`src/rtl/rmsn_pkg.sv`:
```
`timescale 1ns / 1ps
package rmsn_pkg;

  localparam int SAMPLE_BITS = 16;
  localparam int CNT_W = 13;
  localparam int CFG_W = 13;
  localparam int MAX_ROW = 4096;
  localparam int ROW_RESET = 768;
  localparam int DEF_QUEUE_DEPTH = 2;
  localparam int SUM_W = 48;
  localparam int INV_W = 32;
  localparam int DIV_N_W = 64;
  localparam int DIV_D_W = 49;
  localparam int SQRT_IN_W = 64;
  localparam int SQRT_OUT_W = 32;

  localparam logic CFG_MODE = 1'b0;
  localparam logic CFG_ROW_LENGTH = 1'b1;
  localparam logic MODE_BWD = 1'b1;

  typedef enum logic {
    KIND_ACC  = 1'b0,
    KIND_NORM = 1'b1
  } item_kind_e;

  typedef struct packed {
    item_kind_e                     kind;
    logic signed [SAMPLE_BITS-1:0]  x;
    logic signed [SAMPLE_BITS-1:0]  g;
  } item_t;

  typedef struct packed {
    logic             mode;
    logic [CFG_W-1:0] row_length;
  } cfg_t;

  typedef struct packed {
    logic [CNT_W-1:0] count;
    logic [INV_W-1:0] inv_rms;
  } back_stat_t;

endpackage

```
`src/rtl/rmsn_in_if.sv`:
```
`timescale 1ns / 1ps
interface rmsn_in_if;
  logic               valid;
  logic               ready;
  logic               opcode;
  logic signed [15:0] x_value;
  logic signed [15:0] grad_value;

  modport source (output valid, output opcode, output x_value, output grad_value,
                  input ready);
  modport sink (input valid, input opcode, input x_value, input grad_value,
                output ready);
endinterface

```
`src/rtl/rmsn_front.sv`:
```
`timescale 1ns / 1ps
module rmsn_front (
  input  logic           clk_i,
  input  logic           rst_ni,
  rmsn_in_if.sink        in_chan,
  output logic           fr_valid_o,
  output rmsn_pkg::item_t fr_item_o,
  input  logic           q_ready_i
);
  import rmsn_pkg::*;

  logic  valid_d, valid_q;
  item_t item_d, item_q;

  assign in_chan.ready = !valid_q || q_ready_i;

  always_comb begin
    valid_d = valid_q;
    item_d = item_q;
    if (valid_q && q_ready_i) begin
      valid_d = 1'b0;
    end
    if (in_chan.valid && in_chan.ready) begin
      valid_d = 1'b1;
      item_d.kind = in_chan.opcode ? KIND_NORM : KIND_ACC;
      item_d.x = in_chan.x_value;
      item_d.g = in_chan.grad_value;
    end
  end

  always_ff @(posedge clk_i or negedge rst_ni) begin
    if (!rst_ni) begin
      valid_q <= 1'b0;
    end else begin
      valid_q <= valid_d;
    end
  end

  always_ff @(posedge clk_i) begin
    item_q <= item_d;
  end

  assign fr_valid_o = valid_q;
  assign fr_item_o = item_q;
endmodule

```
`src/flat_wrapper.sv`:
```
// flat-port wrapper written by rule: the top's interface ports become plain ports
module rmsn_front_flat import rmsn_pkg::*;
  (clk_i, rst_ni, fr_valid_o, fr_item_o, q_ready_i, in_chan_valid, in_chan_opcode, in_chan_x_value, in_chan_grad_value, in_chan_ready);
  rmsn_in_if in_chan_i ();
  input  logic clk_i;
  input  logic rst_ni;
  output logic fr_valid_o;
  output rmsn_pkg::item_t fr_item_o;
  input  logic q_ready_i;
  input wire logic [$bits(in_chan_i.valid)-1:0] in_chan_valid;
  input wire logic [$bits(in_chan_i.opcode)-1:0] in_chan_opcode;
  input wire logic [$bits(in_chan_i.x_value)-1:0] in_chan_x_value;
  input wire logic [$bits(in_chan_i.grad_value)-1:0] in_chan_grad_value;
  output wire logic [$bits(in_chan_i.ready)-1:0] in_chan_ready;
  assign in_chan_i.valid = in_chan_valid;
  assign in_chan_i.opcode = in_chan_opcode;
  assign in_chan_i.x_value = in_chan_x_value;
  assign in_chan_i.grad_value = in_chan_grad_value;
  assign in_chan_ready = in_chan_i.ready;
  rmsn_front u_core (.clk_i(clk_i), .rst_ni(rst_ni), .in_chan(in_chan_i), .fr_valid_o(fr_valid_o), .fr_item_o(fr_item_o), .q_ready_i(q_ready_i));
endmodule
```
`config.mk`:
```
export PLATFORM = sky130hd
export DESIGN_NAME = rmsn_front_flat
export DESIGN_NICKNAME = d
export VERILOG_FILES = /design/src/rtl/rmsn_pkg.sv /design/src/rtl/rmsn_in_if.sv /design/src/rtl/rmsn_front.sv /design/src/flat_wrapper.sv
export SDC_FILE = /design/constraint.sdc
export NUM_CORES = 1
export LEC_CHECK = 0
export BUFFER_PORTS_ARGS = -buffer_cell sky130_fd_sc_hd__buf_2
export CAP_MARGIN = 10
export CORE_MARGIN = 8
export CORE_UTILIZATION = 42
export DETAILED_ROUTE_END_ITERATION = 10
export PLACE_DENSITY = 0.91
export SKIP_LAST_GASP = 1
export SLEW_MARGIN = 20
export SYNTH_ARGS = -nofsm -noshare
export SYNTH_HDL_FRONTEND = slang
export SYNTH_SLANG_ARGS = --single-unit
```
`constraint.sdc`:
```
create_clock -name clk_i -period 2.27 [get_ports clk_i]
set_clock_uncertainty 0.2 [all_clocks]
set_input_delay 0.3405 -clock clk_i [delete_from_list [all_inputs] [get_ports clk_i]]
set_output_delay 0.3405 -clock clk_i [all_outputs]
set_load 0.01 [all_outputs]
```
==> reports/metrics.yaml, run 1 <==
gp_congestion: 0.6978
mostFrequentLayoutCells: "buf_2, dlygate4sd3_1, edfxtp_1"
power_density_nw_per_um2: 649.4
postRouteAntennaNets: 0
h-tree-depth: 2
crit_slowest_cell: "dfrtp_1"
required_ns: 1.73
wl_per_cell_um: 16.68
outcome: "finished, final reports clean"
die_y_um: 65.88
cap_violations: 0
setup_viol_count_final: 0
synth.distinct_cells: 5
post-route-drc-count: 0
period_share_pct: 66.49
synth-seq-cells: 34
start_util_pct: 43.35
wl_um: 2985
multiInputGateArea_um2: 28.78
synth-compound-area-share_pct: 0
finalHoldViolCount: 0
via_per_inst: 4.335
critical_path_class: "flip-flop to output pin"
coreArea_um2: 2410
cp.depth: 2
grt_max_degree: 34
regArea_um2: 1016
synth_top_family_by_area: "simple AND/OR/NAND/NOR gates"
dp_hpwl_um: 1881
insertion_delay_ns: 0.32
cp_max_fo: 3
cts-resized-gates: 0
ys.warnings.count: 0
path_cells: "nand2b_4 -> buf_2"
mostFrequentLayoutCell: "buf_2"
layout-drive-gt1-share_pct: 52.35
grt_overflow_total: 0
synthesis.nets: 74
avgSynthCellArea_um2: 28.24
fp.dieW_um: 65.88
synth_xor_area_share_pct: 0
fill_cells: 146
synthSimpleGateAreaFrac_pct: 2.754
cts_sinks: 34
syn_inst: 37
crit_family: "flip-flops"
antenna_found_initial: 0
cp-end-kind: "output pin"
cts_buffer_depth: 2
dr.pass1.iters: 4
max_freq_mhz: 662.6
dieArea_um2: 4340
grt_usage_pct: 15.00
diodes: 0
rows: 18
ys_seq_area_share_pct: 97.25
cp-start-kind: "flip-flop"
cts_tree: "done"
tightest_slew_ns: 0.4173
setup_tns_ns: 0
port_buffers: 71
area_growth_pct: 74.49
period_needed_ns: 1.509
synth_area_um2: 1045
cp.arrival_ns: 0.97
slew_violations: 0
path_clk_slew_ns: 0.09
hold_ws_ns: 0.04221
max_stage_delay_ns: 0.42
rsz0062_at_grt: "no"
slew-limit-headroom_pct: 72.18
hold_depth: 2
muxShareOfSynthArea_pct: 0
cts_made_buffers: 5
grt_pass1_vias: 937
irDropWorstVdd_mv: 0.6341
cts_root_buffer: "clkbuf_4"
io_pins: 72
grt_pass1_wl_um: 4726
r2r_cells: 2
path_buf_inv: 1
nets: 186
vias: 776
hp-class: "input port to flip-flop"
total_leakage_power_uw: 0.0007866
drt_iter0_drc: 10
synth_fa_ha_area_share_pct: 0
-- path summary, 6_finish.rpt --
check	slack, ns	startpoint	to
worst max-delay path	0.76	u_core.fr_valid_o	in_chan_ready
worst min-delay path	0.04	in_chan_valid	u_core.fr_valid_o
worst max register to register	0.79	u_core.fr_valid_o	u_core.fr_item_o[16]
worst min register to register	0.38	u_core.fr_valid_o	u_core.fr_valid_o
max in group asynchronous	1.67	rst_ni	u_core.fr_valid_o
min in group asynchronous	0.12	rst_ni	u_core.fr_valid_o
-- where the power goes --
| part | internal [µW] | switching, µW | total (µW) |
|---|---|---|---|
| clock network | 117 | 179 | 295 |
| logic | 85.0 | 65.4 | 150 |
| registers | 729 | 8.81 | 738 |
-- final cells by class --
type                    instances  share of cell area, %
clock buffers                   7                  2.471
flip-flops and latches         34                  55.73
repair buffers                105                  38.16
well taps                      30                  2.059
multi-input cells               3                  1.579
-- kinds of logic after synthesis --
| logic type | after synthesis |
|---|---|
| and+or+nand+nor | 3 |
| DFF | 34 |
-- cells in the mapped netlist, drive strengths merged --
| library cell | number | share of area, % |
|---|---|---|
| and2 | 1 | 0.84 |
| dfrtp | 1 | 2.4 |
| edfxtp | 33 | 95 |
| nand2b | 2 | 1.9 |
-- sequential cells by signal, indices dropped and copies added, names as in the netlist --
name / flops
u_core.fr_item_o: 33
u_core.fr_valid_o: 1
-- stage by stage --
stage	std cells	util (%)	instance area, µm²	total power, µW	setup WS [ns]
6_report	179	75.65	1823	1184	0.7607
5_1_grt	179	75.65	1823	1239	0.7113
4_1_cts	179	75.65	1823	1191	0.7655
3_5_place_dp	138	59.66	1438	855.4	0.7295
3_3_place_gp	138	59.66	1438	850.7	0.7827
2_1_floorplan	37	-	1045	787.7	0.8532
-- per-layer routing --
metal | wire length, µm | track usage [%] | part of all wire, % | vias up
met2 | 1389 | 22.78 | 47 | 52
met3 | 476 | 12.03 | 16 | 4
met5 | 0 | 0 | 0 | -
met4 | 17 | 5.177 | 0.57 | 0
li1 | - | - | - | 372
met1 | 1103 | 15.17 | 37 | 348
-- worst register-to-register path, stage by stage, from the launching register on --
cell	delay [ns]
dfrtp_1	0.42
nand2b_4	0.10
and2_4	0.42
-- timing repair --
item	4_1_cts	5_1_grt
hold buffers	34	0
endpoints found under the hold margin	34	0
setup buffers	0	0
Note: power is estimated with default switching activity, not from simulation.
==> run 2: changes to the inputs <==
Settings changed: CORE_UTILIZATION 42 to 35, PLACE_DENSITY 0.91 to 0.82.
Clock period 2.27 ns to 1.3 ns, I/O delays scaled along.
==> run 2 against run 1 <==
Effect of this change:
- the run now ends with setup timing left
- cell count is 5.6% higher
- global-route usage is 2.8 points lower
- non-clock buffer count is 6 higher
- critical path depth is 1 higher
- sequential power is 75% higher
- count of clock-buffer cells in the layout is 1 lower
- cell area is 7.3% higher
- setup slack worse by 0.83 ns
- critical endpoint is now u_core.fr_item_o[20]
==> reports/metrics.yaml, run 2 (synthesis gave the netlist of run 1 again) <==
wl_um: 3074  # +3.0%
path_clk_slew_ns: 0.10  # about the same
rsz0062_at_grt: "yes"
nets: 192  # +3.2%
cp-start-kind: "flip-flop"
fill_cells: 212  # +45%
total_leakage_power_uw: 0.0008450  # +7.4%
crit_slowest_cell: "dfrtp_1"
slew-limit-headroom_pct: 91.42  # +19 points
violations: "setup timing"
dp.cells: 143  # +3.6%
grt_pass1_vias: 940  # +0.32%
gp_congestion: 0.6834  # -2.1%
max_stage_delay_ns: 0.42  # about the same
hold_depth: 4  # +2
start_util_pct: 35.38  # -8.0 points
path_cells: "nand2b_4 -> and2_4 -> buf_12"
insertion_delay_ns: 0.33  # about the same
cap_violations: 0  # unchanged
drt_iter0_drc: 16  # +6
critical_path_class: "flip-flop to flip-flop"
post-route-drc-count: 0  # unchanged
placed_area_um2: 1481  # +3.0%
via_per_inst: 4.233  # -2.4%
cp-end-kind: "flip-flop"
mostFrequentLayoutCell: "buf_2"
area_growth_pct: 87.31
cts_root_buffer: "clkbuf_4"
cp.arrival_ns: 1.21  # +0.24 ns
cts_sinks: 34  # unchanged
r2r_cells: 3  # +1
coreArea_um2: 2953  # +23%
power_density_nw_per_um2: 1124  # +73%
largest_register_ffs: 33  # unchanged
period_share_pct: 105.2
cp.depth: 3  # +1
setup_viol_count_final: 36  # +36
slew_violations: 0  # unchanged
irDropWorstVdd_mv: 0.7891  # +24%
hp-class: "input port to flip-flop"
max_freq_mhz: 731.0
h-tree-depth: 2  # unchanged
fp.dieW_um: 70.64  # +7.2%
grt_overflow_total: 0  # unchanged
tightest_slew_ns: 0.1287  # -0.2885 ns
cts_tree: "done"
dieArea_um2: 4989  # +15%
crit_family: "flip-flops"
dr.pass1.iters: 3  # -1
port_buffers: 71  # unchanged
grt_max_degree: 18  # -47%
hold_ws_ns: 0.05854  # +0.01633 ns
path_buf_inv: 1  # unchanged
io_pins: 72  # unchanged
ff2ff_setup_slack_ns: -0.07  # -0.86 ns
diodes: 0  # unchanged
grt_pass1_wl_um: 4540  # -3.9%
required_ns: 1.14  # -0.59 ns
layout-drive-gt1-share_pct: 54.49  # +2.1 points
finalHoldViolCount: 0  # unchanged
cp_max_fo: 16  # +13
setup_ws_ns: -0.06802  # -0.8288 ns
vias: 800  # +3.1%
wl_per_cell_um: 16.26  # -2.5%
design_area_um2: 1957  # +7.3%
die_y_um: 70.64  # +7.2%
grt_usage_pct: 12.19  # -2.8 points
mostFrequentLayoutCells: "buf_2, dlygate4sd3_1, edfxtp_1"
layout.cells.non_filler: 189  # +5.6%
period_needed_ns: 1.368
antenna_found_initial: 0  # unchanged
outcome: "finished with violations"
rows: 20  # +2
cts_buffer_depth: 2  # unchanged
postRouteAntennaNets: 0  # unchanged
cts_made_buffers: 5  # unchanged
run 2: changes by cell type in the layout (fill, tap and decap cells not counted), sizes merged:
cell / before / now
clkinv: 0 / 1
buf: 71 / 74
clkinvlp: 0 / 1
dlygate4sd3: 34 / 36
run 2: worst reg2reg max path: stages (launching register included):
cell and delay, ns:
dfrtp_1 0.42, nand2b_4 0.10, and2_4 0.20, buf_12 0.16
run 2: stage by stage:
step	setup TNS (ns)	worst slack (ns)	utilization, %	total power [µW]
after global placement	0	0.02585	50.17	1506
after floorplan	-3.756	-0.1138	-	1375
final	-1.797	-0.06802	66.27	2199
after CTS	-0.6259	-0.05846	64.75	2191
after detailed placement	0	0.00004535	50.17	1513
after global routing	-2.395	-0.08163	66.27	2279
run 2: final cells by class:
| cell class | instances | area, µm² | share of cell area [%] |
|---|---|---|---|
| Sequential cell | 34 | 1016 | 51.92 |
| Timing Repair Buffer | 111 | 807.0 | 41.24 |
| Clock buffer | 6 | 51.30 | 2.621 |
| Tap cell | 33 | 41.29 | 2.110 |
| Multi-Input combinational cell | 3 | 28.78 | 1.471 |
| Clock inverter | 2 | 12.51 | 0.6394 |
run 2: final timing paths:
check	start	endpoint
hold / removal	q_ready_i	u_core.fr_valid_o
max in group asynchronous	rst_ni	u_core.fr_valid_o
setup / recovery	u_core.fr_valid_o	u_core.fr_item_o[20]
setup reg to reg	u_core.fr_valid_o	u_core.fr_item_o[20]
min in group asynchronous	rst_ni	u_core.fr_valid_o
hold reg to reg	u_core.fr_valid_o	u_core.fr_valid_o
run 2: power breakdown:
part / total [µW] / switching (µW) / internal (µW)
combinational: 309 / 123 / 186
sequential: 1290 / 16.6 / 1270
clock: 600 / 340 / 260
run 2: repair_timing:
item,in CTS,in global routing
endpoints found under the setup margin,35,42
endpoints found under the hold margin,35,0
resized for setup,1,2
gates cloned,0,1
hold buffers,36,0
buffers inserted,0,1
run 2: metal layers:
layer / up-vias / global-route usage (%) / wire length, µm
met5: - / 0 / 0
met4: 0 / 6.236 / 59
met3: 6 / 11.30 / 547
met2: 55 / 17.73 / 1340
met1: 359 / 11.27 / 1127
li1: 380 / - / -
==> run 3: changes to the inputs <==
Settings changed: CORE_ASPECT_RATIO set to 1.1, CORE_UTILIZATION 35 to 37, CTS_BUF_LIST set to sky130_fd_sc_hd__clkbuf_8, PLACE_DENSITY 0.82 to 0.86.
==> run 3 against run 2 <==
Effect of this change:
- the run still ends with setup timing left
- via count is 4.3% higher
- critical path depth stayed put
- clock power is 27% higher
- count of clock-buffer cells in the layout stayed put
- largest power group unchanged
- highest routed layer unchanged
==> reports/metrics.yaml, run 3 (synthesis gave the netlist of run 1 again) <==
fin_util_pct: 71.38  # +5.1 points
grt_pass1_vias: 978  # +4.0%
irDropWorstVdd_mv: 0.9141  # +16%
mostFrequentLayoutCell: "buf_2"
insertion_delay_ns: 0.27  # -0.06 ns
die_y_um: 71.73  # +1.6%
required_ns: 1.10  # -0.04 ns
crit_slowest_cell: "dfrtp_1"
diodes: 0  # unchanged
antenna_found_initial: 0  # unchanged
max_stage_delay_ns: 0.41  # about the same
critical_path_class: "flip-flop to flip-flop"
drt_iter0_drc: 38  # +22
fill_cells: 174  # -18%
nets: 190  # -1.0%
layout-drive-gt1-share_pct: 53.25  # -1.2 points
wl_um: 3474  # +13%
grt_pass1_wl_um: 5237  # +15%
design_area_um2: 1947  # -0.51%
period_share_pct: 103.8  # -1.5 points
mostFrequentLayoutCells: "buf_2, dlygate4sd3_1, edfxtp_1"
period_needed_ns: 1.349  # -0.01898 ns
dp_hpwl_um: 2137
port_buffers: 71  # unchanged
start_util_pct: 38.30  # +2.9 points
layout.cells.non_filler: 187  # -1.1%
slew_violations: 0  # unchanged
hp-class: "input port to flip-flop"
dieArea_um2: 4782  # -4.2%
cp.arrival_ns: 1.15  # -0.06 ns
crit_family: "flip-flops"
dp.cells: 143  # unchanged
tightest_slew_ns: 0.1434  # +0.01471 ns
area_growth_pct: 86.35
rsz0062_at_grt: "yes"
vias: 834  # +4.3%
cts_sinks: 34  # unchanged
cp-end-kind: "flip-flop"
setup_viol_count_final: 34  # -5.6%
fp.dieW_um: 66.67  # -5.6%
postRouteAntennaNets: 0  # unchanged
finalHoldViolCount: 0  # unchanged
gp_congestion: 0.7016  # +2.7%
cp-start-kind: "flip-flop"
post-route-drc-count: 0  # unchanged
setup_ws_ns: -0.04904  # +0.01898 ns
wl_per_cell_um: 18.58  # +14%
grt_usage_pct: 15.31  # +3.1 points
max_freq_mhz: 741.3  # +1.4%
grt_max_degree: 22  # +4
rows: 20  # unchanged
path_cells: "nand2b_4 -> and2_4 -> clkbuf_16"
path_clk_slew_ns: 0.06  # -0.04 ns
coreArea_um2: 2728  # -7.6%
slew-limit-headroom_pct: 90.44  # -0.98 points
violations: "setup timing"
power_density_nw_per_um2: 1209  # +7.6%
path_buf_inv: 1  # unchanged
largest_register_ffs: 33  # unchanged
cts_made_buffers: 5  # unchanged
pre_cts_ws_ns: -0.008866  # -0.008912 ns
cp_max_fo: 10  # -6
io_pins: 72  # unchanged
placed_area_um2: 1481  # unchanged
cts_root_buffer: "clkbuf_8"
h-tree-depth: 2  # unchanged
cts_buffer_depth: 2  # unchanged
cap_violations: 0  # unchanged
setup_tns_ns: -1.131  # +0.6662 ns
outcome: "finished with violations"
cts_tree: "done"
total_leakage_power_uw: 0.0008489  # +0.46%
via_per_inst: 4.460  # +5.4%
grt_overflow_total: 0  # unchanged
dr.pass1.iters: 4  # +1
==> run 3: changes by cell type in the layout (fill, tap and decap cells not counted), sizes merged <==
cell         before  now
buf              74   73
clkinvlp          1    0
clkinv            1    0
inv               0    2
dlygate4sd3      36   35
==> run 3: worst min-delay path: stages <==
cell and delay, ns:
buf_2 0.08, nand2b_4 0.12, nand2b_1 0.05
==> run 3: area by class of cell <==
type	instances	area (µm²)	share of cell area [%]
clock buffers	6	82.58	4.242
clock inverters	2	7.507	0.3856
multi-input cells	3	28.78	1.478
flip-flops and latches	34	1016	52.18
well taps	33	41.29	2.121
repair buffers	109	770.7	39.59
==> run 3: report_power, final <==
| group | switching (µW) | internal (µW) | total (µW) |
|---|---|---|---|
| Combinational | 124 | 175 | 300 |
| Clock | 344 | 415 | 759 |
| Sequential | 20.1 | 1280 | 1300 |
| Total | 488 | 1870 | 2350 |
==> run 3: final timing paths <==
kind / startpoint / to / slack (ns) / cells past startpoint
min reg2reg: u_core.fr_valid_o / u_core.fr_valid_o / 0.37 / 2
min: q_ready_i / u_core.fr_valid_o / 0.003 / 3
max in group asynchronous: rst_ni / u_core.fr_valid_o / 0.79 / 2
max reg2reg: u_core.fr_valid_o / u_core.fr_item_o[20] / -0.05 / 3
min in group asynchronous: rst_ni / u_core.fr_valid_o / 0.02 / 2
max: u_core.fr_valid_o / u_core.fr_item_o[20] / -0.05 / 3
==> run 3: through the flow <==
stage	power, µW	hold WS (ns)
2_1_floorplan	1375	-0.3006
3_3_place_gp	1507	-0.2293
3_5_place_dp	1518	-0.2251
4_1_cts	2340	0.002822
5_1_grt	2436	0.01865
6_report	2354	0.003430
==> run 3: metal layers <==
metal	part of all wire, %	GRT usage (%)	wire (µm)
met1	38	16.96	1312
met5	0	0	0
met3	13	9.516	444
met2	47	22.77	1649
met4	2.0	6.413	68
==> run 3: what timing repair did <==
item | 4_1_cts | 5_1_grt
gates resized for setup | 0 | 0
hold endpoints to repair | 35 | 0
setup buffers | 0 | 0
setup endpoints to repair | 21 | 34
hold buffers | 35 | 0
gates cloned | 0 | 1
