$ cat config.mk
export PLATFORM = sky130hd
export DESIGN_NAME = rmsn_queue
export DESIGN_NICKNAME = d
export VERILOG_FILES = /design/src/rtl/rmsn_pkg.sv /design/src/rtl/rmsn_queue.sv
export SDC_FILE = /design/constraint.sdc
export NUM_CORES = 1
export LEC_CHECK = 0
export BUFFER_PORTS_ARGS = -buffer_cell sky130_fd_sc_hd__buf_4
export CAP_MARGIN = 20
export CORE_ASPECT_RATIO = 0.8
export CORE_MARGIN = 5
export CORE_UTILIZATION = 55
export CTS_CLUSTER_DIAMETER = 150
export DETAILED_ROUTE_END_ITERATION = 8
export PLACE_DENSITY = 0.83
export SETUP_SLACK_MARGIN = 0.2
export SLEW_MARGIN = 0
export SYNTH_ARGS = -nofsm -noshare
export SYNTH_HDL_FRONTEND = slang
export SYNTH_SLANG_ARGS = --single-unit
$ cat constraint.sdc
create_clock -name clk_i -period 7.25 [get_ports clk_i]
set_clock_uncertainty 0.05 [all_clocks]
set_input_delay 1.45 -clock clk_i [delete_from_list [all_inputs] [get_ports clk_i]]
set_output_delay 1.45 -clock clk_i [all_outputs]
set_load 0.01 [all_outputs]
$ cat src/rtl/rmsn_pkg.sv
`timescale 1ns / 1ps
package rmsn_pkg;

  localparam int SAMPLE_BITS = 16;
  localparam int CNT_W = 13;
  localparam int CFG_W = 13;
  localparam int MAX_ROW = 4096;
  localparam int ROW_RESET = 768;
  localparam int DEF_QUEUE_DEPTH = 2;
  localparam int SUM_W = 48;
  localparam int INV_W = 32;
  localparam int DIV_N_W = 64;
  localparam int DIV_D_W = 49;
  localparam int SQRT_IN_W = 64;
  localparam int SQRT_OUT_W = 32;

  localparam logic CFG_MODE = 1'b0;
  localparam logic CFG_ROW_LENGTH = 1'b1;
  localparam logic MODE_BWD = 1'b1;

  typedef enum logic {
    KIND_ACC  = 1'b0,
    KIND_NORM = 1'b1
  } item_kind_e;

  typedef struct packed {
    item_kind_e                     kind;
    logic signed [SAMPLE_BITS-1:0]  x;
    logic signed [SAMPLE_BITS-1:0]  g;
  } item_t;

  typedef struct packed {
    logic             mode;
    logic [CFG_W-1:0] row_length;
  } cfg_t;

  typedef struct packed {
    logic [CNT_W-1:0] count;
    logic [INV_W-1:0] inv_rms;
  } back_stat_t;

endpackage

$ cat src/rtl/rmsn_queue.sv
`timescale 1ns / 1ps
module rmsn_queue #(
  parameter int DEPTH = rmsn_pkg::DEF_QUEUE_DEPTH
) (
  input  logic                     clk_i,
  input  logic                     rst_ni,
  input  logic                     push_i,
  input  rmsn_pkg::item_t          item_i,
  output logic                     ready_o,
  output logic                     valid_o,
  output rmsn_pkg::item_t          item_o,
  input  logic                     pop_i,
  output logic [$clog2(DEPTH+1)-1:0] level_o
);
  import rmsn_pkg::*;

  localparam int PTR_W = (DEPTH > 1) ? $clog2(DEPTH) : 1;
  localparam int LVL_W = $clog2(DEPTH + 1);
  localparam logic [PTR_W-1:0] PTR_LAST = PTR_W'(DEPTH - 1);

  item_t             mem_q [DEPTH];
  logic [PTR_W-1:0]  wr_d, wr_q, rd_d, rd_q;
  logic [LVL_W-1:0]  lvl_d, lvl_q;
  logic              do_push, do_pop;

  assign ready_o = lvl_q != LVL_W'(DEPTH);
  assign valid_o = lvl_q != '0;
  assign item_o = mem_q[rd_q];
  assign level_o = lvl_q;
  assign do_push = push_i && ready_o;
  assign do_pop = pop_i && valid_o;

  always_comb begin
    wr_d = wr_q;
    rd_d = rd_q;
    lvl_d = lvl_q;
    if (do_push) begin
      wr_d = (wr_q == PTR_LAST) ? '0 : wr_q + PTR_W'(1);
    end
    if (do_pop) begin
      rd_d = (rd_q == PTR_LAST) ? '0 : rd_q + PTR_W'(1);
    end
    if (do_push && !do_pop) begin
      lvl_d = lvl_q + LVL_W'(1);
    end else if (!do_push && do_pop) begin
      lvl_d = lvl_q - LVL_W'(1);
    end
  end

  always_ff @(posedge clk_i or negedge rst_ni) begin
    if (!rst_ni) begin
      wr_q <= '0;
      rd_q <= '0;
      lvl_q <= '0;
    end else begin
      wr_q <= wr_d;
      rd_q <= rd_d;
      lvl_q <= lvl_d;
    end
  end

  always_ff @(posedge clk_i) begin
    if (do_push) begin
      mem_q[wr_q] <= item_i;
    end
  end
endmodule

==> results of run 1 <==
layout make-up:
type / count / area (sq um) / share of cell area, %
flip-flops and latches: 70 / 2080 / 60.0
inverters: 1 / 3.75 / 0.108
clock buffers: 10 / 128 / 3.67
multi-input cells: 46 / 578 / 16.6
well taps: 60 / 75.1 / 2.16
clock inverters: 5 / 51.3 / 1.48
repair buffers: 74 / 556 / 16.0
worst max-delay path, cell delays in order (launching register included):
cell     delay (ns)
dfrtp_2        1.04
mux2_2         0.43
buf_4          0.15
worst paths after layout:
check	from	to	slack [ns]	cells after the start
setup / recovery	rd_q	item_o[12]	3.79	2
hold / removal	level_o[1]	level_o[1]	0.51	1
setup reg to reg	level_o[0]	mem_q[1][31]	5.23	3
hold reg to reg	level_o[1]	level_o[1]	0.51	1
max in group asynchronous	rst_ni	rd_q	6.20	1
min in group asynchronous	rst_ni	level_o[0]	0.84	1
power breakdown:
| group | switching [uW] | total [uW] | internal, uW |
|---|---|---|---|
| combinational | 181 | 463 | 282 |
| sequential | 80.2 | 636 | 556 |
| clock | 127 | 281 | 154 |
| total | 388 | 1380 | 992 |
through the flow:
| step | hold slack, ns | util [%] |
|---|---|---|
| after floorplan | 0.411 | - |
| after global placement | 0.464 | 70.0 |
| after detailed placement | 0.494 | 70.0 |
| after CTS | 0.506 | 73.8 |
| after global routing | 0.520 | 73.8 |
| final | 0.514 | 73.8 |
cell usage in the layout (no fill, tap or decap):
cell	netlist	routed
buf_4	0	74
and3_1	1	1
xor2_1	2	2
clkbuf_1	0	1
clkinv_2	0	2
xnor2_1	3	3
clkinv_1	0	1
edfxtp_1	66	66
clkinvlp_4	0	1
mux2_2	4	4
inv_1	1	1
nand2_1	2	2
nand2b_1	1	1
ha_1	1	1
dfrtp_1	4	3
clkbuf_8	0	9
bufinv_16	0	1
nor2_4	0	1
dfrtp_2	0	1
or2_1	1	1
nor2_1	2	1
mux2_4	29	29
logic make-up after synthesis:
logic type | Yosys count | synth area share, %
buffers and inverters | 5 | 2.75
muxes | 33 | 17.6
xor gates and xnor gates | 5 | 1.61
DFF | 70 | 76.3
and+or+nand+nor | 7 | 1.24
adders and majority gates | 1 | 0.459
state kept, by name (all words and copies together), names as in the netlist:
name,count
wr_q,1
rd_q,1
level_o,2
mem_q,66
routing by layer:
| layer | wire length (microns) | global-route usage [%] | vias up | part of all wire (%) |
|---|---|---|---|---|
| met3 | 382 | 6.09 | 7 | 8.7 |
| met2 | 2290 | 25.0 | 49 | 52 |
| met4 | 62 | 6.54 | 0 | 1.4 |
| met1 | 1640 | 16.3 | 611 | 37 |
| met5 | 0 | 0 | - | 0 |
| li1 | - | - | 625 | - |
synth_stat cells (all sizes together):
library cell,instances
and3,1
nor2,2
edfxtp,66
inv,1
buf,4
mux2,33
nand2,2
or2,1
ha,1
xnor2,3
nand2b,1
xor2,2
dfrtp,4
==> results.md, run 1 <==
- The share of the clock period used by the worst path after layout is 47.8%.
- The via count of the first global-routing pass is about 1400.
- The mean cell area of the mapped netlist is 22.5 sq um.
- Entering global routing, the biggest net connects 35 pins.
- The row count is 22.
- The analysis attributes to cell leakage a power of between 0.001 and 0.0015 uW.
- Dividing the detail-routed wire length by the instance count gives 16.4 microns.
- Dividing the detail-routed via count by the number of cells gives around 4.9.
- Counting tap cells, the placed design contains a total of about 250 instances.
- The clock tree synthesis step divided the H-tree into 3 levels.
- The antenna cell count is 0.
- The tool flagged a number of max-cap violations equal to 0.
- The number of antenna-violating nets in the routed design is 0.
- The total power is 1380 uW.
- The final-report max-slew violation count is 0.
- In the final layout, the share of cells above drive strength 1 is approximately three fifths.
- For the pin with the worst max-slew slack, the measured transition is 1.01 ns.
- The clock sink count is 70.
- The count of endpoints failing hold in the final timing report is 0.
- After synthesis, the largest area contributor takes up about 73% of total cell area.
- The synthesized netlist occupies a cell area of 2730 sq um.
- The netlist uses 15 different library cells.
- The quantity of hold-fixing buffers added after cts is 0.
- The initial antenna violation count is 0.
- Port buffering added 73 buffers.
- Before antenna repair, the detailed router went through 3 iterations.
- Summing the sequential cell areas from Yosys gives 76.3% of the chip area.
- Measured against its own limit, the worst slew margin works out to roughly a third.
- The number of setup buffers added after CTS is 0.
- The starting density of the core is 57.9%.
- The achievable clock frequency is roughly 0.29 GHz.
- The capturing element type of the critical path is an output pin.
- From synthesis to final layout, the design area changed by 27.4%.
- The total DRC errors in the routed layout is 0.
- Summed over all layers, the routed wires come to around 4.4 mm.
- The floorplan step defined a die boundary enclosing around 6500 sq um.
- The flow ran to the end, and the final reports show no timing, DRC or antenna violations.
- With fillers left out, the area of the finished cells amounts to 3470 sq um.
- The net count after synthesis is between 150 and 200.
- Setup repair after global routing left no endpoint under its margin.
- The critical path required time is ~5.8 ns.
- Clock tree synthesis selected as its root buffer the cell clkbuf_8.
- Clock-pin slew was measured on the worst setup and hold paths at 0.07 ns.
- The number of gates given a new drive strength after cts is 0.
- The most area-hungry cell type in the Yosys netlist is edfxtp_1.
- The net count of the finished layout is 240.
- The number of buffers on the longest clock path is 2.
- In this run the standard cell core region covers ~4700 sq um.
- The first global-routing pass estimated 6.69 mm of wire.
- The post-route minimum period is around 3.5 ns.
- The final critical-path setup slack is between 3 and 4 ns.
- From left edge to right edge, the die measures approximately 89 microns.
- The final global-route overflow total is 0.
- After technology mapping, the gate count stands at approximately 120.
- During synthesis, Yosys emitted a total of 0 warnings.
- STA puts the critical path data arrival time at 1.96 ns.
- Prior to clock tree synthesis, the placed netlist has a worst setup slack of just over 4 ns.
- The latest clock arrival within the worst-skew pair is 0.34 ns.
- The number of DRC violations after detailed-routing iteration 0 is 50.
- Setup total negative slack on the finished layout was measured at 0 ns.
- VDD sags by at most 0.232 mV.
- The total vias in the final route is ~1300.
- The register bit total from synthesis is 70.
- After synthesis, the cell types taking the most area are edfxtp_1, mux2_4, dfrtp_1.
- The global-route usage over all layers is approximately 15%.
- At the end of routability-driven placement, the weighted congestion stood at approximately 0.67.
- The top-level port count is 74.
- In this run, CTS created clock tree buffers numbering 9.
- TritonCTS built the clock tree.
- From bottom edge to top edge, the die measures 73.0 microns.
- Along the worst path, the maximum fanout reaches 34.
- After filler insertion, the fill cell instance count of the layout stands at 269.
- The class of the worst hold path is reg2reg.
- The critical path in this run is classified as reg2out.
- The placed cell area is roughly 3300 sq um.
- The power per standard cell area is slightly below 400 nW/um^2.
- The final count of negative-setup-slack endpoints is 0.
- The count of placed standard cells in the final layout, fillers left out is 266.
- The critical path launch point type is a register.
(Power assumes the default switching activity.)
==> inputs of run 2 (changes only) <==
--- a/config.mk
+++ b/config.mk
@@ -5,14 +5,15 @@
 export SDC_FILE = /design/constraint.sdc
 export NUM_CORES = 1
 export LEC_CHECK = 0
+export ABC_AREA = 1
 export BUFFER_PORTS_ARGS = -buffer_cell sky130_fd_sc_hd__buf_4
 export CAP_MARGIN = 20
 export CORE_ASPECT_RATIO = 0.8
 export CORE_MARGIN = 5
-export CORE_UTILIZATION = 55
+export CORE_UTILIZATION = 46
 export CTS_CLUSTER_DIAMETER = 150
 export DETAILED_ROUTE_END_ITERATION = 8
-export PLACE_DENSITY = 0.83
+export PLACE_DENSITY = 0.74
 export SETUP_SLACK_MARGIN = 0.2
 export SLEW_MARGIN = 0
 export SYNTH_ARGS = -nofsm -noshare
==> constraint.sdc (replaced) <==
create_clock -name clk_i -period 2.9 [get_ports clk_i]
set_clock_uncertainty 0.05 [all_clocks]
set_input_delay 0.58 -clock clk_i [delete_from_list [all_inputs] [get_ports clk_i]]
set_output_delay 0.58 -clock clk_i [all_outputs]
set_load 0.01 [all_outputs]
==> results.md, run 2 <==
- Synthesis produced a netlist with a net count of 239.
- The main flop type after synthesis is edfxtp_1.
- The width of the die is 95.7 microns.
- Once placement completed, the tool counted placed cells totaling between 300 and 400.
- Static timing analysis puts the maximum clock frequency at roughly 0.46 GHz.
- Sorting the synthesized cells by area gives the leading types as edfxtp_1, nand2_1, dfrtp_1.
- The layout overhead on the synthesized area is 31.9%.
- The power per standard cell area is roughly 1000 nW/um^2.
- Of all cell types, the one taking the most synthesized area is edfxtp_1.
- The top-level port count is 74.
- The tool flagged a number of max-cap violations equal to 0.
- Dividing the detail-routed wire length by the instance count gives about 13 microns.
- The cell count after synthesis came out at about 200.
- The mapped netlist covers roughly 2700 sq um.
- Along the worst path, the maximum fanout reaches 14.
- The top cell types in the final layout, fill and taps aside, are nand2_1, buf_4, edfxtp_1.
- The global-route wire length before repair is 7.85 mm.
- The floorplan has 25 rows.
- For the worst flop-to-flop path, the logic depth is 5.
- The number of DRC violations after detailed-routing iteration 0 is 80.
- The register with the most flip-flops in the layout has 66 of them.
- The internal portion of the total power is approximately 2500 uW.
- The relative slew slack is 66.1%.
- The share of final-layout standard cells stronger than drive strength 1 is 38.5%.
- The depth of the CTS H-tree is 3.
- The area inside the core boundary is approximately 5800 sq um.
- The worst setup path is launched from a register.
- The routed design has ~5 mm of wire.
- Along the worst hold path, the cell count comes to 1.
- The per-cell via count in the routed design is 4.42.
- The first detailed-routing pass ran for 4 iterations.
- The count of buffers added on input and output ports is 73.
- Sequential elements use between 70 and 80% of the synthesized area.
- The clock root buffer is clkbuf_8.
- The actual transition at the worst max-transition pin is between 0.5 and 0.6 ns.
- The class of the worst hold path is in2reg.
- The flow ran to the end, and the final reports show no timing, DRC or antenna violations.
- The count of endpoints failing hold in the final timing report is 0.
- The via count of the first global-routing pass is ~1700.
- The combinational share of power is between 30% and 40%.
- In this run the power spent charging and discharging nets is approximately 1200 uW.
- By instance count, the leading cell after synthesis is nand2_1.
- The worst path needs between 2 and 2.5 ns of the cycle, external delays included.
- The repair_antennas step left the layout with diodes totalling 0.
- Detailed placement finished with a half-perimeter wire length of between 3 and 4 mm.
- The fraction of synthesized cell area taken by the top area cell type is approximately three quarters.
- More flip-flops sit in one register than any other, and that register is mem_q.
- The number of clock buffers added by TritonCTS is 9.
- The utilization after layout is slightly above 60%.
- The worst setup path is captured at an output pin.
- In this run the remaining antenna-violating nets after routing total 0.
- Once the floorplan was initialized, standard cells occupied between 40 and 50% of the core.
- At the end of routability-driven placement, the weighted congestion stood at 0.754.
- The share of the clock period used by the worst path after layout is between 70% and 80%.
- For the worst setup path, the data required time is about 2.3 ns.
- The setup slack at placement is roughly 1.1 ns.
- The cell leakage power is ~0.0015 uW.
- The die height is approximately 79 microns.
- The register bit total from synthesis is 70.
- The floorplan step defined a die boundary enclosing approximately 7500 sq um.
- The mean cell area of the mapped netlist is between 10 and 15 sq um.
- The number of buffers on the longest clock path is 2.
- The final global-route overflow total is 0.
- Entering global routing, the biggest net connects 35 pins.
- Counting flops with an async set or reset pin after synthesis yields a share of under 10%.
- The peak ir drop on the vdd network is about 0.5 mV.
- The total vias in the final route is between 1500 and 2000.
- Ranked by instance count, the synthesized netlist is headed by nand2_1, edfxtp_1, nand2_2.
- The CTS clock-pin slew for the worst setup and hold paths is 0.07 ns.
- Across all hold checks on the routed design, the worst slack comes to approximately 0.37 ns.
- The count of placed standard cells in the final layout, fillers left out is ~370.
- Data arrives at the worst endpoint at between 1.5 and 2 ns.
- The critical path is of the reg2out type.
- In the routed design, unresolved DRC markers number 0.
- The clock net in this run drives a total of 70 sinks.
- The global-route usage over all layers is approximately 14%.
- Yosys mapped a number of flops with a built-in enable equal to 66.
- Setup repair after global routing left no endpoint under its margin.
- Clock latency on the worst-skew pair, taken at its later pin, is 0.33 ns.
- Yosys printed 0 warnings.
- Of the total power, the clock network draws between 20% and 30%.
- The initial antenna violation count is 0.
- After the last flow step, the layout net total stands at approximately 320.
- Setup violations remaining at the end of the flow were counted as 0.
- The number of distinct library cells after synthesis is 17.
- TritonCTS built the clock tree.
- The most common library cell in the layout ignoring fill and taps is nand2_1.
- In the post-route analysis, the smallest setup slack over all paths is 0.706 ns.
- The final-report max-slew violation count came to 0.
- Of the total power, the share spent switching nets is 32.2%.
- The final setup TNS is 0 ns.
- Registers are responsible for 40.5% of the overall power.
run 2: worst max-delay path, cell delays in order, from the launching register on:
cell,delay [ns]
dfrtp_1,0.66
buf_4,0.30
nand2_1,0.07
nand2_1,0.08
buf_4,0.12
run 2: worst paths after layout:
kind                            slack (ns)        from           end
worst max-delay path                  0.71        rd_q     item_o[1]
worst min-delay path                  0.37   item_i[6]   mem_q[1][6]
worst max register to register        1.35  level_o[0]  mem_q[1][11]
worst min register to register        0.49  level_o[0]    level_o[0]
max in group asynchronous             2.17      rst_ni          rd_q
min in group asynchronous             0.53      rst_ni    level_o[0]
run 2: cells by family (layout without fill, tap and decap cells):
| kind of cell | Yosys count | after routing | share of synthesized area [%] |
|---|---|---|---|
| fa+ha+maj | 1 | 1 | 0.463 |
| flops | 70 | 70 | 77.0 |
| buf+inv | 14 | 101 | 4.21 |
| simple gates | 114 | 114 | 17.7 |
| xor+xnor | 2 | 2 | 0.648 |
run 2: timing repair:
action	in CTS	in global routing
hold buffers	1	0
endpoints found under the hold margin	4	0
setup buffers	0	0
gates resized for setup	0	0
run 2: area by class of cell:
class,count,area (sq um)
Multi-Input combinational cell,117,523
Sequential cell,70,2080
Fill cell,471,2250
Inverter,7,33.8
Clock inverter,6,110
Tap cell,81,101
Timing Repair Buffer,78,588
Clock buffer,10,128
run 2: per-layer routing:
layer  global-route usage [%]  routed length [microns]  vias to the layer above
li1                         -                        -                      831
met1                     16.8                     2070                      730
met2                     22.4                     2290                       61
met3                     7.76                      464                        8
met4                     4.69                       46                        0
met5                        0                        0                        -
run 2: power by group through the flow:
stage	registers (uW)	logic, uW	clock network, uW
final	1490	1290	911
after global routing	1520	1430	985
after CTS	1490	1330	933
after detailed placement	1510	1320	0
after global placement	1510	1300	0
after floorplan	1490	790	0
run 2: per-stage QoR:
step,cell area (sq um),power [uW]
after global routing,3570,3940
after CTS,3570,3750
after detailed placement,3320,2840
final,3570,3690
after floorplan,2700,2280
after global placement,3320,2810
==> inputs of run 3 (changes only) <==
--- a/config.mk
+++ b/config.mk
@@ -10,10 +10,10 @@
 export CAP_MARGIN = 20
 export CORE_ASPECT_RATIO = 0.8
 export CORE_MARGIN = 5
-export CORE_UTILIZATION = 46
+export CORE_UTILIZATION = 51
 export CTS_CLUSTER_DIAMETER = 150
 export DETAILED_ROUTE_END_ITERATION = 8
-export PLACE_DENSITY = 0.74
+export PLACE_DENSITY = 0.78
 export SETUP_SLACK_MARGIN = 0.2
 export SLEW_MARGIN = 0
 export SYNTH_ARGS = -nofsm -noshare
==> constraint.sdc (replaced) <==
create_clock -name clk_i -period 2.14 [get_ports clk_i]
set_clock_uncertainty 0.05 [all_clocks]
set_input_delay 0.428 -clock clk_i [delete_from_list [all_inputs] [get_ports clk_i]]
set_output_delay 0.428 -clock clk_i [all_outputs]
set_load 0.01 [all_outputs]
==> results.md, run 3 (same netlist as run 2, synthesis figures left out) <==
- After clock tree synthesis, the setup repair step added 0 buffers.
- Internal power comes to ~3100 uW.
- The die covers 6870 sq um.
- The number of cells on the worst hold path is 1.
- The detailed-route wire length per cell is ~14 microns.
- In the global route stage, overall resource usage came out at about 15%.
- The tightest min-delay check is of the in2reg type.
- Sequential cells burn a little over two fifths of the power.
- The layout overhead on the synthesized area is 29.1%.
- The repair_antennas step left the layout with diodes totalling 0.
- The combinational share of power is 38.0%.
- The share of final-layout standard cells stronger than drive strength 1 is approximately 40%.
- The die height is 75.1 microns.
- Setup violations remaining at the end of the flow were counted as 0.
- The final net count is about 320.
- TritonCTS built the clock tree.
- The number of antenna-violating nets in the routed design is 0.
- In this run the deepest clock path goes through 2 buffers.
- The most common library cell in the layout ignoring fill and taps is nand2_1.
- The power dissipated by switching net loads is 1620 uW.
- The count of fill cells added during filler insertion is between 300 and 400.
- The final global-route overflow total is 0.
- The count of endpoints failing hold in the final timing report is 0.
- The via count of the first global-routing pass is 1643.
- The area occupied by multi-input gates is between 500 and 600 sq um.
- STA classifies the critical path endpoint as an output pin.
- After detailed routing, the number of remaining DRC violations is 0.
- The worst register-to-register path begins at level_o[0].
- The latest clock arrival within the worst-skew pair is 0.33 ns.
- The final critical-path setup slack is 0.302 ns.
- The launch instance of the worst min-delay path is item_i[30].
- The top-level port count is 74.
- Net switching is between 30% and 40% of the power.
- The relative slew slack is 82.5%.
- The global-route wire length before repair is about 7.8 mm.
- The achievable clock frequency is ~0.54 GHz.
- The analysis attributes to cell leakage a power of about 0.0015 uW.
- OpenSTA, run right after detailed placement, puts the worst setup slack at approximately 0.53 ns.
- Counting cells, the worst reg-to-reg path comes to 9.
- The total vias in the final route is roughly 1700.
- The final RePlAce weighted congestion is between 0.7 and 0.8.
- The tool flagged a number of max-cap violations equal to 0.
- The area inside the core boundary is between 5000 and 6000 sq um.
- The worst slack on hold paths is approximately 0.23 ns.
- The floorplan has 23 rows.
- The flow ran to the end, and the final reports show no timing, DRC or antenna violations.
- Setup repair after global routing left no endpoint under its margin.
- The critical path launch point type is a register.
- After legalization and detailed placement, the total HPWL measured approximately 3.4 mm.
- The final-report max-slew violation count was 0.
- In this run the number of H-tree levels came out at 3.
- In this run the worst path has a maximum fanout of 34.
- The number of flip-flops under the largest register name is 66.
- The critical path required time is roughly 1.7 ns.
- The CTS buffer count is 9.
- Adding up every negative setup slack in the final design gives 0 ns.
- The peak ir drop on the vdd network is 0.667 mV.
- The post-route minimum period is 1.84 ns.
- The initial utilization of the core area, before any placement, comes to 53.4%.
- The sequential cell area in the final layout is about 2100 sq um.
- mem_q holds more flip-flops than any other register.
- In the layout the commonest cells are nand2_1, buf_4, edfxtp_1.
- For flop-to-flop paths, the worst setup slack is 0.66 ns.
- The clock network fraction of total power is a little under a fifth.
- For the worst setup path, the data arrival time is 1.36 ns.
- The tree is rooted in a clkbuf_8.
- The number of buffers added on ports is 73.
- The initial antenna violation count came to 0.
- The detailed-route wire length is approximately 5 mm.
- After detailed routing, the number of vias per cell comes to roughly 4.7.
- In this run, the number of DRC markers left after iteration 0 of detailed routing was 93.
- In this run the power density over the cells is approximately 1300 nW/um^2.
- The share of the clock period used by the worst path after layout is about 86%.
- The critical path class is reg2out.
- The CTS clock-pin slew for the worst setup and hold paths is approximately 0.070 ns.
- The clock sink count is 70.
- The endpoint identified for the worst register-to-register timing path is level_o[1].
- The width of the die is about 91 microns.
- At the pin with the least slew margin, the transition time is 0.263 ns.
- The path with the worst hold slack has its endpoint at mem_q[0][30].
- The number of optimization iterations in the first detailed-route pass is 4.
- The maximum number of pins on one net before global-route repair is 35.
-- run 3: cell count changes in the layout (fill, tap and decap cells not counted) --
cell / before / now
inv_6: 0 / 1
clkinv_2: 1 / 4
dfrtp_2: 0 / 1
buf_12: 0 / 1
clkinvlp_4: 2 / 1
clkinv_1: 0 / 1
clkbuf_1: 1 / 0
dfrtp_1: 4 / 3
bufinv_16: 3 / 0
-- run 3: what timing repair did --
| item | CTS | global route |
|---|---|---|
| hold buffers | 1 | 0 |
| hold endpoints to repair | 4 | 0 |
| setup endpoints to repair | 31 | 0 |
| resized for setup | 1 | 0 |
-- run 3: final cells by class --
type | count | share of cell area [%]
Inverter | 7 | 0.968
Multi-Input combinational cell | 117 | 15.0
Clock inverter | 7 | 1.15
Clock buffer | 9 | 3.55
Tap cell | 62 | 2.22
Sequential cell | 70 | 59.7
Timing Repair Buffer | 79 | 17.4
-- run 3: worst max-delay path by stage --
stage,slack [ns],cells after the start,end,from
floorplan,0.15,4,mem_q[0][0],level_o[0]
global placement,0.56,4,item_o[3],rd_q
detailed placement,0.53,4,item_o[4],rd_q
CTS,0.27,4,item_o[3],rd_q
global route,0.21,4,item_o[24],rd_q
finish,0.30,4,item_o[3],rd_q
-- run 3: per-layer routing --
layer | GRT usage, % | wire, microns | vias up
li1 | - | - | 838
met1 | 19.5 | 2270 | 739
met2 | 23.1 | 2250 | 66
met3 | 5.79 | 423 | 7
met4 | 7.33 | 48 | 0
met5 | 0 | 0 | -
-- run 3: worst max-delay path, stage by stage, from the launching register on --
cell     delay [ns]
dfrtp_2        0.50
inv_8          0.23
nand2_1        0.11
nand2_1        0.07
buf_4          0.11
-- run 3: per-stage QoR --
stage          utilization, %  power [uW]  cell area (sq um)  std cells
6_report                 68.9        4680               3490        351
5_1_grt                  68.9        4990               3490        351
4_1_cts                  68.9        4750               3490        351
3_5_place_dp             65.4        3860               3310        334
3_3_place_gp             65.4        3830               3310        334
2_1_floorplan               -        3080               2710        201
-- run 3: power by group through the flow --
stage | Clock [uW] | Combinational (uW) | Sequential, uW
after global placement | 0 | 1780 | 2040
after CTS | 901 | 1820 | 2030
after detailed placement | 0 | 1810 | 2050
final | 880 | 1780 | 2020
after global routing | 963 | 1970 | 2060
after floorplan | 0 | 1080 | 2010
